$ cat config.mk
export PLATFORM = sky130hd
export DESIGN_NAME = morse_key_decoder_core
export DESIGN_NICKNAME = d
export VERILOG_FILES = /design/src/mkd_pkg.sv /design/src/mkd_step.sv /design/src/morse_key_decoder_core.sv
export SDC_FILE = /design/constraint.sdc
export NUM_CORES = 1
export LEC_CHECK = 0
export BUFFER_PORTS_ARGS = -buffer_cell sky130_fd_sc_hd__buf_2
export CORE_MARGIN = 3
export CORE_UTILIZATION = 54
export CTS_CLUSTER_DIAMETER = 100
export DETAILED_ROUTE_END_ITERATION = 7
export PLACE_DENSITY = 0.77
export SKIP_LAST_GASP = 1
export SYNTH_ARGS = -nofsm -noshare
export SYNTH_HDL_FRONTEND = slang
export SYNTH_SLANG_ARGS = --single-unit
$ cat constraint.sdc
create_clock -name clk_i -period 4.8 [get_ports clk_i]
set_input_delay 0.72 -clock clk_i [delete_from_list [all_inputs] [get_ports clk_i]]
set_output_delay 0.72 -clock clk_i [all_outputs]
set_load 0.01 [all_outputs]
$ cat src/mkd_pkg.sv
`default_nettype none

package mkd_pkg;

  localparam int unsigned NUM_SLOTS   = 5;
  localparam int unsigned SLOT_W      = 2;
  localparam int unsigned WORD_W      = NUM_SLOTS * SLOT_W;
  localparam int unsigned NUM_CHARS   = 36;
  localparam int unsigned NUM_LETTERS = 26;
  localparam int unsigned NUM_DIGITS  = NUM_CHARS - NUM_LETTERS;

  localparam logic [6:0]  ASCII_A      = 7'd65;
  localparam logic [6:0]  ASCII_0      = 7'd48;
  localparam logic [2:0]  FULL_COUNT   = 3'(NUM_SLOTS);
  localparam logic [15:0] THRESH_RESET = 16'd200;

  typedef enum logic [1:0] {
    CMD_PRESS = 2'd0,
    CMD_CLEAR = 2'd1,
    CMD_LOAD  = 2'd2
  } cmd_e;

  typedef enum logic [1:0] {
    ELEM_NONE = 2'd0,
    ELEM_DOT  = 2'd1,
    ELEM_DASH = 2'd2
  } element_e;

  typedef struct packed {
    logic [WORD_W-1:0] word;
    logic [2:0]        count;
    logic              cleared;
  } mkd_state_t;

  // One result beat; rest holds the slots of a loaded pattern still to be sent.
  typedef struct packed {
    logic                     accepted;
    logic [SLOT_W-1:0]        element;
    logic [WORD_W-SLOT_W-1:0] rest;
    logic [2:0]               count;
    logic                     cleared;
    logic [6:0]               matched;
  } mkd_result_t;

  // Slot 0 sits in the low bits: {s4, s3, s2, s1, s0}, dot 01, dash 10.
  function automatic logic [WORD_W-1:0] char_pattern(input logic [5:0] idx);
    logic [WORD_W-1:0] p;
    unique case (idx)
      6'd0:    p = 10'b00_00_00_10_01; // A
      6'd1:    p = 10'b00_01_01_01_10; // B
      6'd2:    p = 10'b00_01_10_01_10; // C
      6'd3:    p = 10'b00_00_01_01_10; // D
      6'd4:    p = 10'b00_00_00_00_01; // E
      6'd5:    p = 10'b00_01_10_01_01; // F
      6'd6:    p = 10'b00_00_01_10_10; // G
      6'd7:    p = 10'b00_01_01_01_01; // H
      6'd8:    p = 10'b00_00_00_01_01; // I
      6'd9:    p = 10'b00_10_10_10_01; // J
      6'd10:   p = 10'b00_00_10_01_10; // K
      6'd11:   p = 10'b00_01_01_10_01; // L
      6'd12:   p = 10'b00_00_00_10_10; // M
      6'd13:   p = 10'b00_00_00_01_10; // N
      6'd14:   p = 10'b00_00_10_10_10; // O
      6'd15:   p = 10'b00_01_10_10_01; // P
      6'd16:   p = 10'b00_10_01_10_10; // Q
      6'd17:   p = 10'b00_00_01_10_01; // R
      6'd18:   p = 10'b00_00_01_01_01; // S
      6'd19:   p = 10'b00_00_00_00_10; // T
      6'd20:   p = 10'b00_00_10_01_01; // U
      6'd21:   p = 10'b00_10_01_01_01; // V
      6'd22:   p = 10'b00_00_10_10_01; // W
      6'd23:   p = 10'b00_10_01_01_10; // X
      6'd24:   p = 10'b00_10_10_01_10; // Y
      6'd25:   p = 10'b00_01_01_10_10; // Z
      6'd26:   p = 10'b10_10_10_10_10; // 0
      6'd27:   p = 10'b10_10_10_10_01; // 1
      6'd28:   p = 10'b10_10_10_01_01; // 2
      6'd29:   p = 10'b10_10_01_01_01; // 3
      6'd30:   p = 10'b10_01_01_01_01; // 4
      6'd31:   p = 10'b01_01_01_01_01; // 5
      6'd32:   p = 10'b01_01_01_01_10; // 6
      6'd33:   p = 10'b01_01_01_10_10; // 7
      6'd34:   p = 10'b01_01_10_10_10; // 8
      6'd35:   p = 10'b01_10_10_10_10; // 9
      default: p = '0;
    endcase
    return p;
  endfunction

  function automatic logic [6:0] index_ascii(input logic [5:0] idx);
    logic [6:0] c;
    if (idx < 6'(NUM_LETTERS)) begin
      c = ASCII_A + 7'(idx);
    end else begin
      c = ASCII_0 + 7'(idx - 6'(NUM_LETTERS));
    end
    return c;
  endfunction

  // Patterns are all distinct, so at most one compare hits.
  function automatic logic [6:0] match_char(input logic [WORD_W-1:0] word);
    logic [6:0] c;
    c = '0;
    for (int i = 0; i < NUM_CHARS; i++) begin
      if (word == char_pattern(6'(i))) begin
        c = index_ascii(6'(i));
      end
    end
    return c;
  endfunction

endpackage

`default_nettype wire

$ cat src/mkd_step.sv
`default_nettype none

module mkd_step
  import mkd_pkg::*;
(
  input  mkd_state_t  state_i,
  input  logic [1:0]  cmd_i,
  input  logic [15:0] duration_i,
  input  logic [6:0]  char_code_i,
  input  logic [15:0] threshold_i,
  output mkd_state_t  state_o,
  output mkd_result_t result_o
);

  logic [SLOT_W-1:0] press_elem;
  logic              is_letter;
  logic              is_digit;
  logic [5:0]        char_idx;
  logic [WORD_W-1:0] load_word;
  logic [WORD_W-1:0] press_word;

  assign press_elem = (duration_i >= threshold_i) ? ELEM_DASH : ELEM_DOT;

  assign is_letter = (char_code_i >= ASCII_A) && (char_code_i < ASCII_A + 7'(NUM_LETTERS));
  assign is_digit  = (char_code_i >= ASCII_0) && (char_code_i < ASCII_0 + 7'(NUM_DIGITS));
  assign char_idx  = is_letter ? 6'(char_code_i - ASCII_A)
                               : 6'(char_code_i - ASCII_0) + 6'(NUM_LETTERS);
  assign load_word = char_pattern(char_idx);

  // Overwrite the slot picked by the fill count.
  always_comb begin
    press_word = state_i.word;
    for (int i = 0; i < NUM_SLOTS; i++) begin
      if (state_i.count == 3'(i)) begin
        press_word[i*SLOT_W +: SLOT_W] = press_elem;
      end
    end
  end

  always_comb begin
    state_o           = state_i;
    result_o.accepted = 1'b0;
    result_o.element  = ELEM_NONE;
    result_o.rest     = '0;
    unique case (cmd_e'(cmd_i))
      CMD_PRESS: begin
        result_o.element = press_elem;
        if (state_i.count < FULL_COUNT) begin
          state_o.word      = press_word;
          state_o.count     = state_i.count + 3'd1;
          state_o.cleared   = 1'b0;
          result_o.accepted = 1'b1;
        end
      end
      CMD_CLEAR: begin
        state_o.word      = '0;
        state_o.count     = '0;
        state_o.cleared   = 1'b1;
        result_o.accepted = 1'b1;
      end
      CMD_LOAD: begin
        if (is_letter || is_digit) begin
          state_o.word      = load_word;
          state_o.count     = '0;
          state_o.cleared   = 1'b0;
          result_o.accepted = 1'b1;
          result_o.element  = load_word[SLOT_W-1:0];
          result_o.rest     = load_word[WORD_W-1:SLOT_W];
        end
      end
      default: ;
    endcase
    result_o.count   = state_o.count;
    result_o.cleared = state_o.cleared;
    result_o.matched = match_char(state_o.word);
  end

endmodule

`default_nettype wire

$ cat src/morse_key_decoder_core.sv
// Morse key decoder core.
// Input channel (in_valid_i / in_stall_o): each beat carries cmd_i, duration_i and
// char_code_i. A key press becomes a dot or a dash against the dash threshold and is
// appended to a five-slot code word; a clear empties the word; a load of A-Z or 0-9
// places that character's pattern in the word and sends its elements as a run.
// Output channel (out_valid_o / out_stall_i): one beat per press, clear or rejected
// item, one beat per element of a loaded pattern, last_o marking the final one.
// Configuration channel (cfg_valid_i / cfg_ready_o): always ready; each beat writes
// the 16-bit dash threshold. Write it only while the block is idle.
// An accepted beat is held in the input register; its first result is then loaded
// into the output register once that register is free, and leaves from there.
// One item per cycle while the receiver does not stall; a load holds the input side
// until its run of elements has drained from the output register.
// A stalled receiver freezes the output register; an input beat still lands in the
// input register if that register is empty, after which in_stall_o rises.
// Reset: empty word, count zero, cleared flag set, threshold back to 200, both
// registers empty.
`default_nettype none

module morse_key_decoder_core
  import mkd_pkg::*;
(
  input  logic        clk_i,
  input  logic        rst_ni,
  input  logic        in_valid_i,
  output logic        in_stall_o,
  input  logic [1:0]  cmd_i,
  input  logic [15:0] duration_i,
  input  logic [6:0]  char_code_i,
  output logic        out_valid_o,
  input  logic        out_stall_i,
  output logic        accepted_o,
  output logic [1:0]  element_o,
  output logic        last_o,
  output logic [2:0]  element_count_o,
  output logic        full_res_o,
  output logic        cleared_o,
  output logic [6:0]  matched_char_o,
  input  logic        cfg_valid_i,
  output logic        cfg_ready_o,
  input  logic [15:0] cfg_data_i
);

  logic [15:0] thresh_q;

  // Input register
  logic        in_valid_q, in_valid_d;
  logic [1:0]  cmd_q;
  logic [15:0] duration_q;
  logic [6:0]  char_code_q;

  // Architectural state
  mkd_state_t state_q, state_d;

  // Output register
  logic        out_valid_q, out_valid_d;
  mkd_result_t out_q, out_d;
  mkd_result_t step_res;

  logic in_take;
  logic out_fire;
  logic out_last;
  logic out_free;
  logic advance;

  // Output side: a beat leaves when valid and not stalled; the item is done on last.
  assign out_last = (out_q.rest[SLOT_W-1:0] == ELEM_NONE);
  assign out_fire = out_valid_q && !out_stall_i;
  assign out_free = !out_valid_q || (out_fire && out_last);

  // Move the held item into the output register when that register frees up.
  assign advance    = in_valid_q && out_free;
  assign in_stall_o = in_valid_q && !advance;
  assign in_take    = in_valid_i && !in_stall_o;
  assign in_valid_d = in_take || (in_valid_q && !advance);

  mkd_step u_step (
    .state_i     (state_q),
    .cmd_i       (cmd_q),
    .duration_i  (duration_q),
    .char_code_i (char_code_q),
    .threshold_i (thresh_q),
    .state_o     (state_d),
    .result_o    (step_res)
  );

  // Load a new result, or shift the next element of a run out of rest.
  always_comb begin
    out_d       = out_q;
    out_valid_d = out_valid_q;
    if (advance) begin
      out_d       = step_res;
      out_valid_d = 1'b1;
    end else if (out_fire && !out_last) begin
      out_d.element = out_q.rest[SLOT_W-1:0];
      out_d.rest    = out_q.rest >> SLOT_W;
    end else if (out_fire) begin
      out_valid_d = 1'b0;
    end
  end

  always_ff @(posedge clk_i or negedge rst_ni) begin
    if (!rst_ni) begin
      thresh_q      <= THRESH_RESET;
      in_valid_q    <= 1'b0;
      out_valid_q   <= 1'b0;
      state_q.word    <= '0;
      state_q.count   <= '0;
      state_q.cleared <= 1'b1;
    end else begin
      if (cfg_valid_i) begin
        thresh_q <= cfg_data_i;
      end
      in_valid_q  <= in_valid_d;
      out_valid_q <= out_valid_d;
      if (advance) begin
        state_q <= state_d;
      end
    end
  end

  // Payload registers, no reset.
  always_ff @(posedge clk_i) begin
    if (in_take) begin
      cmd_q       <= cmd_i;
      duration_q  <= duration_i;
      char_code_q <= char_code_i;
    end
    out_q <= out_d;
  end

  assign cfg_ready_o     = 1'b1;
  assign out_valid_o     = out_valid_q;
  assign accepted_o      = out_q.accepted;
  assign element_o       = out_q.element;
  assign last_o          = out_last;
  assign element_count_o = out_q.count;
  assign full_res_o      = (out_q.count == FULL_COUNT);
  assign cleared_o       = out_q.cleared;
  assign matched_char_o  = out_q.matched;

  // Fill count never runs past the last slot.
  assert property (@(posedge clk_i) disable iff (!rst_ni)
    state_q.count <= FULL_COUNT)
    else $error("fill count beyond five slots");

  // A cleared word is empty.
  assert property (@(posedge clk_i) disable iff (!rst_ni)
    state_q.cleared |-> (state_q.count == '0) && (state_q.word == '0))
    else $error("cleared flag set on a non-empty word");

  // No new item enters the output register while a run is still draining.
  assert property (@(posedge clk_i) disable iff (!rst_ni)
    out_valid_q && !out_last |-> !advance)
    else $error("item advanced over an unfinished run");

  // A beat with no element is always the only beat of its item.
  assert property (@(posedge clk_i) disable iff (!rst_ni)
    out_valid_o && (element_o == ELEM_NONE) |-> last_o)
    else $error("empty element inside a run");

endmodule

`default_nettype wire
# Yosys cells after proc, flatten, opt, wreduce, memory -nomap -nowiden
# Memory sizes are Yosys's and may differ from the RTL's.
# Index checks and enable logic that the tools add are counted.
# Widths: inputs -> output; s select.
# totals
latchBits	0
rom_bits	640
wordCells	153
ram_bits	0
out_inout_bits	19
memories	1
in_bits	46
register_bits	79
# memory_table
memory	words	word_bits	rd	rd_ports_with_merged_regs	write_ports	line	source
(no name shown)	64	10	1	0	0	mkd_pkg.sv:48	unique case (idx)
# classes
magnitude_cmp	6
n_mul	0
bitwise_logic	0
n_eq_ne	44
muxes	55
shifts	0
n_addsub	4
reduce_logical	25
n_div	0
# op_table
op	count
$mux 7	26
$eq 10x7->1 const B	7
$eq 10x10->1 const B	5
$eq 10x8->1 const B	5
$eq 10x9->1 const B	5
$pmux 14 s3	1
$eq 10x5->1 const B	4
$eq 10x6->1 const B	4
$mux 4	8
$mux 14	2
$reduce_or 21->1	1
$eq 10x3->1 const B	2
$eq 10x4->1 const B	2
$mux 10	2
$ge 16x16->1	1
$mux 2	6
$mux 11	1
$eq 10x1->1 const B	1
$eq 10x2->1 const B	1
$reduce_or 10->1	1
$logic_and 1x1->1	8
$mux 8	1
$ge 7x6->1 const B	1
$ge 7x7->1 const B	1
other kinds (24)	38

# Depth between registers and ports, before layout
# Gate-level depths: netlist of run 1.
# An unclocked memory read counts as a cell.
# depth
depth_word	42
ltp_mapped	24
depth_no_buf	21

# By module
# From an unflattened synthesis of run 1, not the netlist that was laid out.
# unflattened
cells_unflattened	642
area_unflattened_um2	6180.9
# by_module_without_submodules
module	area_per_inst_um2	seq_area_each_um2	n_inst	cells_per_inst
mkd_step	3233.1	0.0	1	492
morse_key_decoder_core	2947.8	2217.1	1	150

# Worst setup path after synthesis of run 1
# No wires, ideal clock.
# synth_path
path_kind	reg2reg
start	register char_code_q[1]
end	register out_q, in the netlist matched_char_o[3], data pin
setup_slack_ps	-119
period_less_slack_ps	4919
setup_time_ps	283
path_stages_with_launch	24
arrival_ps	4636
cell_sequence	edfxtp_1 -> inv_1 -> ha_1 -> a21boi_2 -> and4_1 -> buf_4 -> nor2_4 -> buf_2 -> nor2_1 -> a21oi_1 -> inv_1 -> ha_1 -> or3_1 -> a21oi_1 -> a2111oi_0 -> a211o_1 -> nand4_1 -> o211ai_1 -> nand2b_1 -> o21ai_1 -> or2_2 -> o21ai_1 -> a2111oi_2 -> o2111ai_1
# synth_via
elab_chain_len	40
word_cells_on_any_way	83
cone_classes	add/sub: 3; order compare: 4; eq/ne: 35; mux: 36; reduce/logical: 4; memory: 1
# synth_rtl
item	line	source
start, declared	morse_key_decoder_core.sv:50	logic [6:0] char_code_q;
start signal, assigned	morse_key_decoder_core.sv:127	char_code_q <= char_code_i;
$sub 6x6->6 (tied with other cells)	mkd_step.sv:27	: 6'(char_code_i - ASCII_0) + 6'(NUM_LETTERS);
$add 6x5->6 / $logic_and 1x1->1 (equally long branches)	mkd_step.sv:27, mkd_step.sv:24	
$mux 6	mkd_step.sv:26	assign char_idx = is_letter ? 6'(char_code_i - ASCII_A)
$mem_v2 64x10	n/a	
$mux 14 *	mkd_step.sv:62	if (is_letter || is_digit) begin
$pmux 14 s3 *	mkd_step.sv:45	unique case (cmd_e'(cmd_i))
$eq 10x7->1	mkd_pkg.sv:105	if (word == char_pattern(6'(i))) begin
$mux 7 (25 in a row)	mkd_pkg.sv:105	
$mux 4 (8 in a row)	mkd_pkg.sv:105	
end signal, assigned	morse_key_decoder_core.sv:129	out_q <= out_d;
end, declared	morse_key_decoder_core.sv:57	mkd_result_t out_q, out_d;
# Every way passes the cells marked *; elsewhere a longest branch is shown, timed or not.
# A chain may end at the register's enable or synchronous reset.

# Final worst setup path of run 1
# Same ends and word-level chain as after synthesis.

==> summary.md, run 1 <==
| Metric | Value |
|---|---|
| Largest family of logic cells by synthesized area | `compound AO/OA/AOI/OAI gates` |
| Fraction of layout cells with a size suffix above 1 | `24.5%` |
| Largest net degree at the start of global routing | `33` |
| Die area | `12700 sq um` |
| Total GRT Usage | `29.2%` |
| PortBufs | `63` |
| Adder-cell share of the synthesized area | `7.15%` |
| Clk sink count | `79` |
| # DRC | `0` |
| Synth top area share | `23.0%` |
| Fin. max-slew vios | `0` |
| Dpl ws | `0.179 ns` |
| Synthesized Nets | `777` |
| TritonCTS clock tree | `yes` |
| Max layer used | `met4` |
| Mux cell area share after synthesis | `1.37%` |
| CP max stage cell | `or4_1` |
| Setup violators final | `0` |
| Simple-gate share of the synthesized area | `21.0%` |
| Vias in the first global route | `5864` |
| Critical path class | `reg2reg` |
| Met3 wire length | `1840 um` |
| Initial DRC Count | `656` |
| Ys Warns | `0` |
| Fillcell total | `898` |
| Clk_lat worst skew | `0.35 ns` |
| Reg-to-reg startpoint | `char_code_q[1]$_DFFE_PP_` |
| Nature of the critical path endpoint | `register` |
| Total CTS buffers | `9` |
| P_leak | `2.98 nW` |
| Worst hold slack | `0.453 ns` |
| Synth Flop Type | `edfxtp_1` |
| Crit path from | `char_code_q[1]$_DFFE_PP_` |
| Pwr/cell area | `391 nW/um^2` |
| Top cells by count, synth | `105 x nand2_1, 60 x o21ai_0, 47 x edfxtp_1, 47 x nor2_1` |
| Final hold viol count | `0` |
| CP top delay family | `simple AND/OR/NAND/NOR gates` |
| Period minus WS final | `4.65 ns` |
| EDFF count, synth | `47` |
| Gp weighted congestion | `1.03` |
| Max FO, Critical Path | `6` |
| #FFs+latches synth | `79` |
| Worst slew pin tran | `1.09 ns` |
| Critical path data required time | `4.99 ns` |
| XOR/XNOR share of the synthesized area | `1.70%` |
| Avg WL per Cell | `19.6 um` |
| Finished Core Util | `65.4%` |
| Detail Route Antenna Nets | `0` |
| Post-synthesis compound-gate area fraction | `26.4%` |
| Max VDD drop | `0.260 mV` |
| Status | `complete, no violations` |
| Number of buffers and inverters on the critical path | `3` |
| NumNets Final | `871` |
| Initial Util | `55.8%` |
| Inserted Diodes | `0` |
| Startpoint Class | `register` |
| Synth unique cells | `93` |
| Total I/O pin count | `65` |
| Clk root buf | `clkbuf_16` |
| CP Cell Sequence | `inv_1, ha_1, a21boi_4, and4_2, nor2_4, nor2_1, a21oi_2, buf_4, ha_1, inv_1, o21a_1, o211ai_2, a31oi_2, or4_1, or3_4, a2111oi_4, a2111oi_2, o2111ai_1` |
| Synth Area per Inst | `8.80 sq um` |
| Wl on met1 | `7790 um` |
| H-tree levels | `3` |
| Synth Cell Area | `6120 sq um` |
| Number of max-cap violations | `0` |
| Achievable clock frequency | `215 MHz` |
| CTS clk-pin slew, worst paths | `0.07 ns` |
| Via density | `6.48` |
| Area leader, netlist | `edfxtp_1` |
| Max stage delay on crit path | `0.73 ns` |
| Routed vias | `6057` |
| Grt total ovfl | `0` |
| Tcrit/Tclk final | `96.8%` |
| Die X | `112 um` |
| Area growth from synthesis to layout | `17.2%` |
| Slew headroom | `27.4%` |
| Initial antenna violation count | `0` |
| Most numerous cell in the Yosys netlist | `nand2_1` |
| HP Class | `in2async` |
| Final wirelength | `18400 um` |
| Asr flop ratio synth | `40.5%` |
| Largest cells by area after synthesis | `edfxtp_1 23%, dfrtp_1 11%, ha_1 7.2%` |
| Clock Skew | `0.00831 ns` |
| Slack of the critical path | `0.155 ns` |
| Core region area | `11000 sq um` |
| First-pass GRT wire length | `29700 um` |
| Seq/Total Area, Yosys | `36.2%` |
| RSZ-0062 raised after global routing | `true` |
| Cell Rows | `38` |
| Post-Synthesis Cells | `696` |
| DP HPWL | `14000 um` |
| Met2 wire len | `8200 um` |
| Die height | `112 um` |
| CTS max path bufs | `2` |
| Drt first pass iters | `6` |
| Setup bufs post-CTS | `0` |
| Critical Path AT | `4.83 ns` |
| CTS Hold Bufs | `0` |
-- cells in the final DEF, fill, tap and decap left out, drive strengths merged, types with 5 or more instances in the layout --
cell	instances
o21ai	69
nand2b	11
a211oi	10
nand4	10
nor3b	5
nand3	18
a21o	5
nor2b	5
edfxtp	47
and2	10
nand2	107
a22oi	6
a21oi	34
o21a	6
nor4	5
xnor2	7
inv	40
or3	6
nor2	51
mux2i	5
ha	35
dfrtp	28
a2111oi	7
o211ai	9
clkbuf	9
buf	123
nor3	15
a31oi	11
o2111ai	7
-- state kept, by name, indices dropped and copies added, names as in the netlist --
register         cells
out_valid_o          1
thresh_q            16
out_q                8
state_q             14
char_code_q          7
cleared_o            1
element_o            2
matched_char_o       7
element_count_o      3
duration_q          16
cmd_q                2
accepted_o           1
in_valid_q           1
-- power by group --
| group | total (mW) | switching (mW) | internal (mW) |
|---|---|---|---|
| logic | 1.23 | 0.760 | 0.472 |
| clock network | 0.666 | 0.303 | 0.363 |
| registers | 0.906 | 0.0627 | 0.844 |
-- kinds of logic after synthesis --
family | Yosys count
and+or+nand+nor | 261
AOI/OAI and AO/OA | 225
DFF | 79
buffers and inverters | 76
adders and majority gates | 35
xor gates and xnor gates | 11
muxes | 8
other | 1
-- metrics by stage --
step / instances / total power [mW] / setup TNS (ns) / instance area (sq um)
2_1_floorplan: 696 / 1.65 / 0 / 6130
3_3_place_gp: 919 / 2.07 / 0 / 6830
3_5_place_dp: 919 / 2.07 / 0 / 6830
4_1_cts: 935 / 2.75 / 0 / 7120
5_1_grt: 935 / 2.96 / -0.0312 / 7180
6_report: 935 / 2.81 / 0 / 7180
-- cell type report --
class	instances	area [sq um]	share of cell area [%]
Sequential cell	79	2220	30.9
Inverter	36	135	1.88
Tap cell	140	175	2.44
Multi-Input combinational cell	541	3600	50.1
Clock buffer	9	225	3.14
Timing Repair Buffer	123	766	10.7
Clock inverter	7	62.6	0.871
-- worst paths after layout --
kind	end	cells after the start	slack [ns]
min in group clk_i	state_q[8]$_DFFE_PN0P_	2	0.51
setup reg to reg	matched_char_o[3]$_SDFFCE_PP1P_	18	0.15
max in group asynchronous	thresh_q[0]$_DFFE_PN0P_	1	3.84
hold / removal	state_q[10]$_DFFE_PN0P_	1	0.45
hold reg to reg	state_q[8]$_DFFE_PN0P_	2	0.51
setup / recovery	matched_char_o[3]$_SDFFCE_PP1P_	18	0.15
-- layer usage --
metal / up-vias / global-route usage (%)
met5: - / 0
met4: 0 / 11.1
met3: 60 / 6.15
met2: 371 / 45.3
met1: 2843 / 40.3
li1: 2783 / -
-- repair_timing --
action	in CTS	in global routing
setup endpoints to repair	0	7
gates resized for setup	0	16
hold endpoints to repair	0	0
No activity file was read; power rests on OpenSTA's default activity.
==> run 2, diff against run 1 <==
--- a/config.mk
+++ b/config.mk
@@ -10,6 +10,7 @@
 export CORE_UTILIZATION = 54
 export CTS_CLUSTER_DIAMETER = 100
 export DETAILED_ROUTE_END_ITERATION = 7
+export GPL_TIMING_DRIVEN = 0
 export PLACE_DENSITY = 0.77
 export SKIP_LAST_GASP = 1
 export SYNTH_ARGS = -nofsm -noshare
==> summary.md, run 2 (synthesis results as in run 1) <==
| Metric | Value |
|---|---|
| Total GRT Usage | `29.0%` |
| Most used routing layer | `met2` |
| Die X | `112 um` |
| P_leak | `3.07 nW` |
| Achievable clock frequency | `211 MHz` |
| Die area | `12700 sq um` |
| Drt first pass iters | `6` |
| Fraction of layout cells with a size suffix above 1 | `27.9%` |
| Tcrit/Tclk final | `98.7%` |
| Met1 Use GR | `41.3%` |
| Max FO, Critical Path | `10` |
| Largest net degree at the start of global routing | `33` |
| HP Class | `in2async` |
| Pwr/cell area | `374 nW/um^2` |
| TritonCTS clock tree | `yes` |
| GR Util met3 | `6.68%` |
| Largest registers | `duration_q: 16 flops, thresh_q: 16 flops, state_q: 14 flops` |
| NumNets Final | `891` |
| CTS clk-pin slew, worst paths | `0.07 ns` |
| # DRC | `0` |
| Final wirelength | `18800 um` |
| Reg2reg end | `matched_char_o[0]$_SDFFCE_PP1P_` |
| Max VDD drop | `0.289 mV` |
| Total I/O pin count | `65` |
| First-pass GRT wire length | `29200 um` |
| Gp weighted congestion | `1.01` |
| M2 GR Usage | `43.4%` |
| Initial DRC Count | `780` |
| FF-to-FF setup slack | `0.06 ns` |
| Core region area | `11000 sq um` |
| Critical Path AT | `4.97 ns` |
| Avg WL per Cell | `19.6 um` |
| DP Cell Count | `899` |
| Crit path from | `char_code_q[1]$_DFFE_PP_` |
| Via density | `6.43` |
| Slew headroom | `17.9%` |
| R2R cell count | `22` |
| Startpoint Class | `register` |
| Fillcell total | `833` |
| Routed vias | `6139` |
| Period minus WS final | `4.74 ns` |
| Critical path class | `reg2reg` |
| Reg-to-reg startpoint | `char_code_q[1]$_DFFE_PP_` |
| Cell Rows | `38` |
| Non-Filler Instances | `955` |
| CTS max path bufs | `2` |
| DP HPWL | `13100 um` |
| Number of max-cap violations | `0` |
| CP max stage cell | `edfxtp_1` |
| H-tree levels | `3` |
| Initial antenna violation count | `0` |
| PortBufs | `63` |
| Critical Path Sink | `matched_char_o[0]$_SDFFCE_PP1P_` |
| Fin. max-slew vios | `0` |
| Grt total ovfl | `0` |
| RSZ-0062 raised after global routing | `true` |
| Final hold viol count | `0` |
| Clk root buf | `clkbuf_16` |
| Area growth from synthesis to layout | `24.1%` |
| Clk_lat worst skew | `0.36 ns` |
| Most common cell after layout, fill and taps aside | `nand2_1` |
| CP Cell Sequence | `buf_6, ha_4, a21oi_4, o21a_4, buf_6, nand3_1, nand2_4, inv_2, ha_4, or3_4, a21oi_4, a2111oi_4, a211o_1, nand4_1, o211ai_1, buf_4, or3b_4, nor3_4, nand2_1, a211oi_1, a211oi_1, nand4_1` |
| Total CTS buffers | `9` |
| Status | `complete, no violations` |
| Clk sink count | `79` |
| Inserted Diodes | `0` |
| Nature of the critical path endpoint | `register` |
| CTS Hold Bufs | `0` |
| Clock Skew | `0.0161 ns` |
| Finished Core Util | `69.2%` |
| Initial Util | `55.8%` |
| Max stage delay on crit path | `0.45 ns` |
| Vias in the first global route | `5722` |
| Worst slew pin tran | `1.22 ns` |
| Critical path data required time | `5.03 ns` |
| Commonest cells after routing, fill and taps aside | `103 x nand2_1, 66 x buf_2, 58 x o21ai_0, 53 x buf_4, 47 x edfxtp_1` |
| Detail Route Antenna Nets | `0` |
| Die height | `112 um` |
| Setup violators final | `0` |
==> run 2: cell count changes in the layout (fill, tap and decap cells not counted), moves of 3 or more <==
cell       delta
a2111oi_4     +4
clkinv_4      +3
ha_1          -6
a21oi_4       +3
buf_2         +3
inv_1         -3
buf_4         -7
ha_4          +5
clkbuf_1     +13
buf_6         +9
==> run 2: repair_timing <==
| item | CTS | global route |
|---|---|---|
| pin swaps | 11 | 30 |
| resized for setup | 39 | 49 |
| gates cloned | 0 | 1 |
| setup buffers | 11 | 28 |
| endpoints found under the setup margin | 9 | 7 |
==> run 2: power breakdown <==
| group | total, mW | leakage [nW] | internal (mW) | switching, mW |
|---|---|---|---|---|
| Combinational | 1.27 | 2.10 | 0.466 | 0.799 |
| Clock | 0.667 | 0.135 | 0.359 | 0.308 |
| Sequential | 0.907 | 0.837 | 0.844 | 0.0630 |
| Total | 2.84 | 3.07 | 1.67 | 1.17 |
==> run 2: per-stage QoR <==
stage	TNS [ns]	power [mW]	cell area [sq um]	hold WS, ns	setup WS, ns
detailed placement	-9.08	1.94	6620	0.475	-1.38
finish	0	2.84	7600	0.451	0.0619
CTS	0	2.69	7170	0.457	0.00968
floorplan	0	1.65	6130	0.424	0.0194
global route	-0.626	2.99	7600	0.507	-0.139
global placement	-8.97	1.94	6620	0.461	-1.35
==> run 2: worst min path at each step <==
| stage | startpoint | cells after the start | endpoint | slack [ns] |
|---|---|---|---|---|
| 6_report | rst_ni | 1 | state_q[10]$_DFFE_PN0P_ | 0.45 |
| 5_1_grt | rst_ni | 1 | state_q[10]$_DFFE_PN0P_ | 0.51 |
| 4_1_cts | rst_ni | 1 | state_q[10]$_DFFE_PN0P_ | 0.46 |
| 3_5_place_dp | state_q[8]$_DFFE_PN0P_ | 2 | state_q[8]$_DFFE_PN0P_ | 0.48 |
| 3_3_place_gp | state_q[8]$_DFFE_PN0P_ | 2 | state_q[8]$_DFFE_PN0P_ | 0.46 |
| 2_1_floorplan | rst_ni | 0 | in_valid_q$_DFF_PN0_ | 0.42 |
==> run 2: critical path, delay by kind of cell, from the launching register on <==
| kind | cells | cell delay (ns) |
|---|---|---|
| AND/OR/NAND/NOR | 8 | 1.67 |
| AO/OA/AOI/OAI | 8 | 1.53 |
| buffers and inverters | 4 | 0.62 |
| flip-flops | 1 | 0.45 |
| adder cells (fa/ha/maj) | 2 | 0.34 |
==> run 2: cell type report <==
| type | count | area [sq um] | area share (%) |
|---|---|---|---|
| Multi-Input combinational cell | 542 | 3890 | 51.1 |
| Sequential cell | 79 | 2220 | 29.2 |
| Clock inverter | 6 | 53.8 | 0.708 |
| Buffer | 40 | 272 | 3.57 |
| Timing Repair Buffer | 102 | 616 | 8.10 |
| Clock buffer | 10 | 229 | 3.01 |
| Inverter | 36 | 151 | 1.99 |
| Tap cell | 140 | 175 | 2.30 |
==> run 2: routing by layer <==
metal | vias to the layer above | part of all wire (%)
met5 | - | 0
met4 | 0 | 3.0
met3 | 57 | 10
met2 | 400 | 44
met1 | 2851 | 42
li1 | 2831 | -
==> run 3, diff against run 2 <==
--- a/config.mk
+++ b/config.mk
@@ -12,6 +12,7 @@
 export DETAILED_ROUTE_END_ITERATION = 7
 export GPL_TIMING_DRIVEN = 0
 export PLACE_DENSITY = 0.77
+export REMOVE_ABC_BUFFERS = 1
 export SKIP_LAST_GASP = 1
 export SYNTH_ARGS = -nofsm -noshare
 export SYNTH_HDL_FRONTEND = slang
==> summary.md, run 3 (synthesis results as in run 1) <==
| Metric | Value |
|---|---|
| Core region area | `11000 sq um` |
| Final wirelength | `18400 um` |
| Max FO, Critical Path | `6` |
| Area growth from synthesis to layout | `20.2%` |
| Total I/O pin count | `65` |
| NumNets Final | `859` |
| Largest net degree at the start of global routing | `33` |
| Via density | `6.44` |
| Status | `complete, no violations` |
| Die area | `12700 sq um` |
| Finished Core Util | `67.0%` |
| CTS Hold Bufs | `0` |
| Cell Area, Placed | `6370 sq um` |
| Critical path class | `reg2reg` |
| Largest registers | `duration_q: 16 flops, thresh_q: 16 flops, state_q: 14 flops` |
| Critical path data required time | `5.01 ns` |
| RSZ-0062 raised after global routing | `true` |
| TritonCTS clock tree | `yes` |
| Crit path top cell by count | `buf_4` |
| Startpoint Class | `register` |
| Gp weighted congestion | `0.962` |
| Die X | `112 um` |
| PnR Total Power | `2.82 mW` |
| Fraction of layout cells with a size suffix above 1 | `26.7%` |
| Period minus WS final | `4.77 ns` |
| Cell Rows | `38` |
| Fillcell total | `871` |
| CTS max path bufs | `2` |
| Fin. max-slew vios | `0` |
| Tcrit/Tclk final | `99.3%` |
| Initial antenna violation count | `0` |
| Die height | `112 um` |
| CP Cell Sequence | `buf_6, ha_2, a21oi_4, buf_4, o21a_4, nand3_1, nand2_2, inv_4, ha_4, or3_4, a21oi_2, a2111oi_2, a211o_1, nand4_1, o211ai_1, buf_4, or3b_4, buf_4, nor3_4, nand2_1, a211oi_1, a211oi_1, nand4_1` |
| Nature of the critical path endpoint | `register` |
| Initial Util | `55.8%` |
| Initial DRC Count | `597` |
| Total GRT Usage | `28.8%` |
| DP HPWL | `12800 um` |
| Commonest cells after routing, fill and taps aside | `103 x nand2_1, 63 x buf_2, 59 x o21ai_0, 47 x edfxtp_1, 46 x buf_4` |
| HP Class | `in2async` |
| CP max stage cell | `edfxtp_1` |
| Vias in the first global route | `5701` |
| Clk root buf | `clkbuf_16` |
| Clk_lat worst skew | `0.35 ns` |
| P_leak | `2.97 nW` |
| Detail Route Antenna Nets | `0` |
| Grt total ovfl | `0` |
| Non-Filler Instances | `923` |
| Final instance area | `7360 sq um` |
| Most common cell after layout, fill and taps aside | `nand2_1` |
| Post-route setup TNS | `0 ns` |
| Inserted Diodes | `0` |
| PortBufs | `63` |
| Avg WL per Cell | `19.9 um` |
| Setup violators final | `0` |
| Worst slew pin tran | `1.09 ns` |
| Final hold viol count | `0` |
| Achievable clock frequency | `210 MHz` |
| Total CTS buffers | `9` |
| Critical Path AT | `4.97 ns` |
| Max stage delay on crit path | `0.48 ns` |
| Routed vias | `5946` |
| First-pass GRT wire length | `29200 um` |
| H-tree levels | `3` |
| Clock Skew | `0.0121 ns` |
| Max VDD drop | `0.315 mV` |
| # DRC | `0` |
| CTS clk-pin slew, worst paths | `0.07 ns` |
| Slew headroom | `27.3%` |
| DP Cell Count | `859` |
| Clk sink count | `79` |
| Pwr/cell area | `383 nW/um^2` |
| Number of max-cap violations | `0` |
| Drt first pass iters | `5` |
==> run 3: power breakdown <==
group | internal (mW) | switching (mW)
sequential | 0.844 | 0.0572
clock | 0.409 | 0.298
combinational | 0.439 | 0.774
==> run 3: worst max-delay path, delay by kind of cell, from the launching register on <==
family                   cells  cell delay (ns)
adder cells (fa/ha/maj)      2             0.38
buffers and inverters        5             0.72
AND/OR/NAND/NOR              8             1.63
AO/OA/AOI/OAI                8             1.40
flip-flops                   1             0.48
==> run 3: per-layer routing <==
layer / up-vias / track usage (%) / wire length [um]
met3: 49 / 4.04 / 1480
met2: 309 / 47.1 / 8630
met4: 0 / 10.3 / 469
met1: 2840 / 39.2 / 7770
met5: - / 0 / 0
li1: 2748 / - / -
==> run 3: timing repair <==
action                     in CTS  in global routing
setup buffers                  19                 29
resized for setup              36                 32
setup endpoints to repair      15                  7
cloned                          0                  0
pin swaps                       8                 15
==> run 3: path summary, 6_finish.rpt <==
check	from	to	slack, ns	cells after the start
min reg2reg	state_q[8]$_DFFE_PN0P_	state_q[8]$_DFFE_PN0P_	0.49	2
min	rst_ni	thresh_q[14]$_DFFE_PN0P_	0.44	1
max in group asynchronous	rst_ni	thresh_q[9]$_DFFE_PN0P_	3.89	1
max reg2reg	char_code_q[1]$_DFFE_PP_	matched_char_o[0]$_SDFFCE_PP1P_	0.03	23
min in group clk_i	state_q[8]$_DFFE_PN0P_	state_q[8]$_DFFE_PN0P_	0.49	2
max	char_code_q[1]$_DFFE_PP_	matched_char_o[0]$_SDFFCE_PP1P_	0.03	23
==> run 3: stage by stage <==
stage	setup WS [ns]	hold WS, ns
4_1_cts	0.0109	0.453
3_3_place_gp	-1.87	0.458
5_1_grt	-0.115	0.492
6_report	0.0336	0.436
3_5_place_dp	-1.80	0.467
2_1_floorplan	-0.257	0.424
==> run 3: final cells by class <==
| class | instances | area [sq um] | share of cell area (%) |
|---|---|---|---|
| Multi-Input combinational cell | 541 | 3830 | 52.0 |
| Sequential cell | 79 | 2220 | 30.1 |
| Timing Repair Buffer | 111 | 692 | 9.40 |
| Clock buffer | 9 | 225 | 3.06 |
| Tap cell | 140 | 175 | 2.38 |
| Inverter | 36 | 143 | 1.94 |
| Clock inverter | 7 | 78.8 | 1.07 |
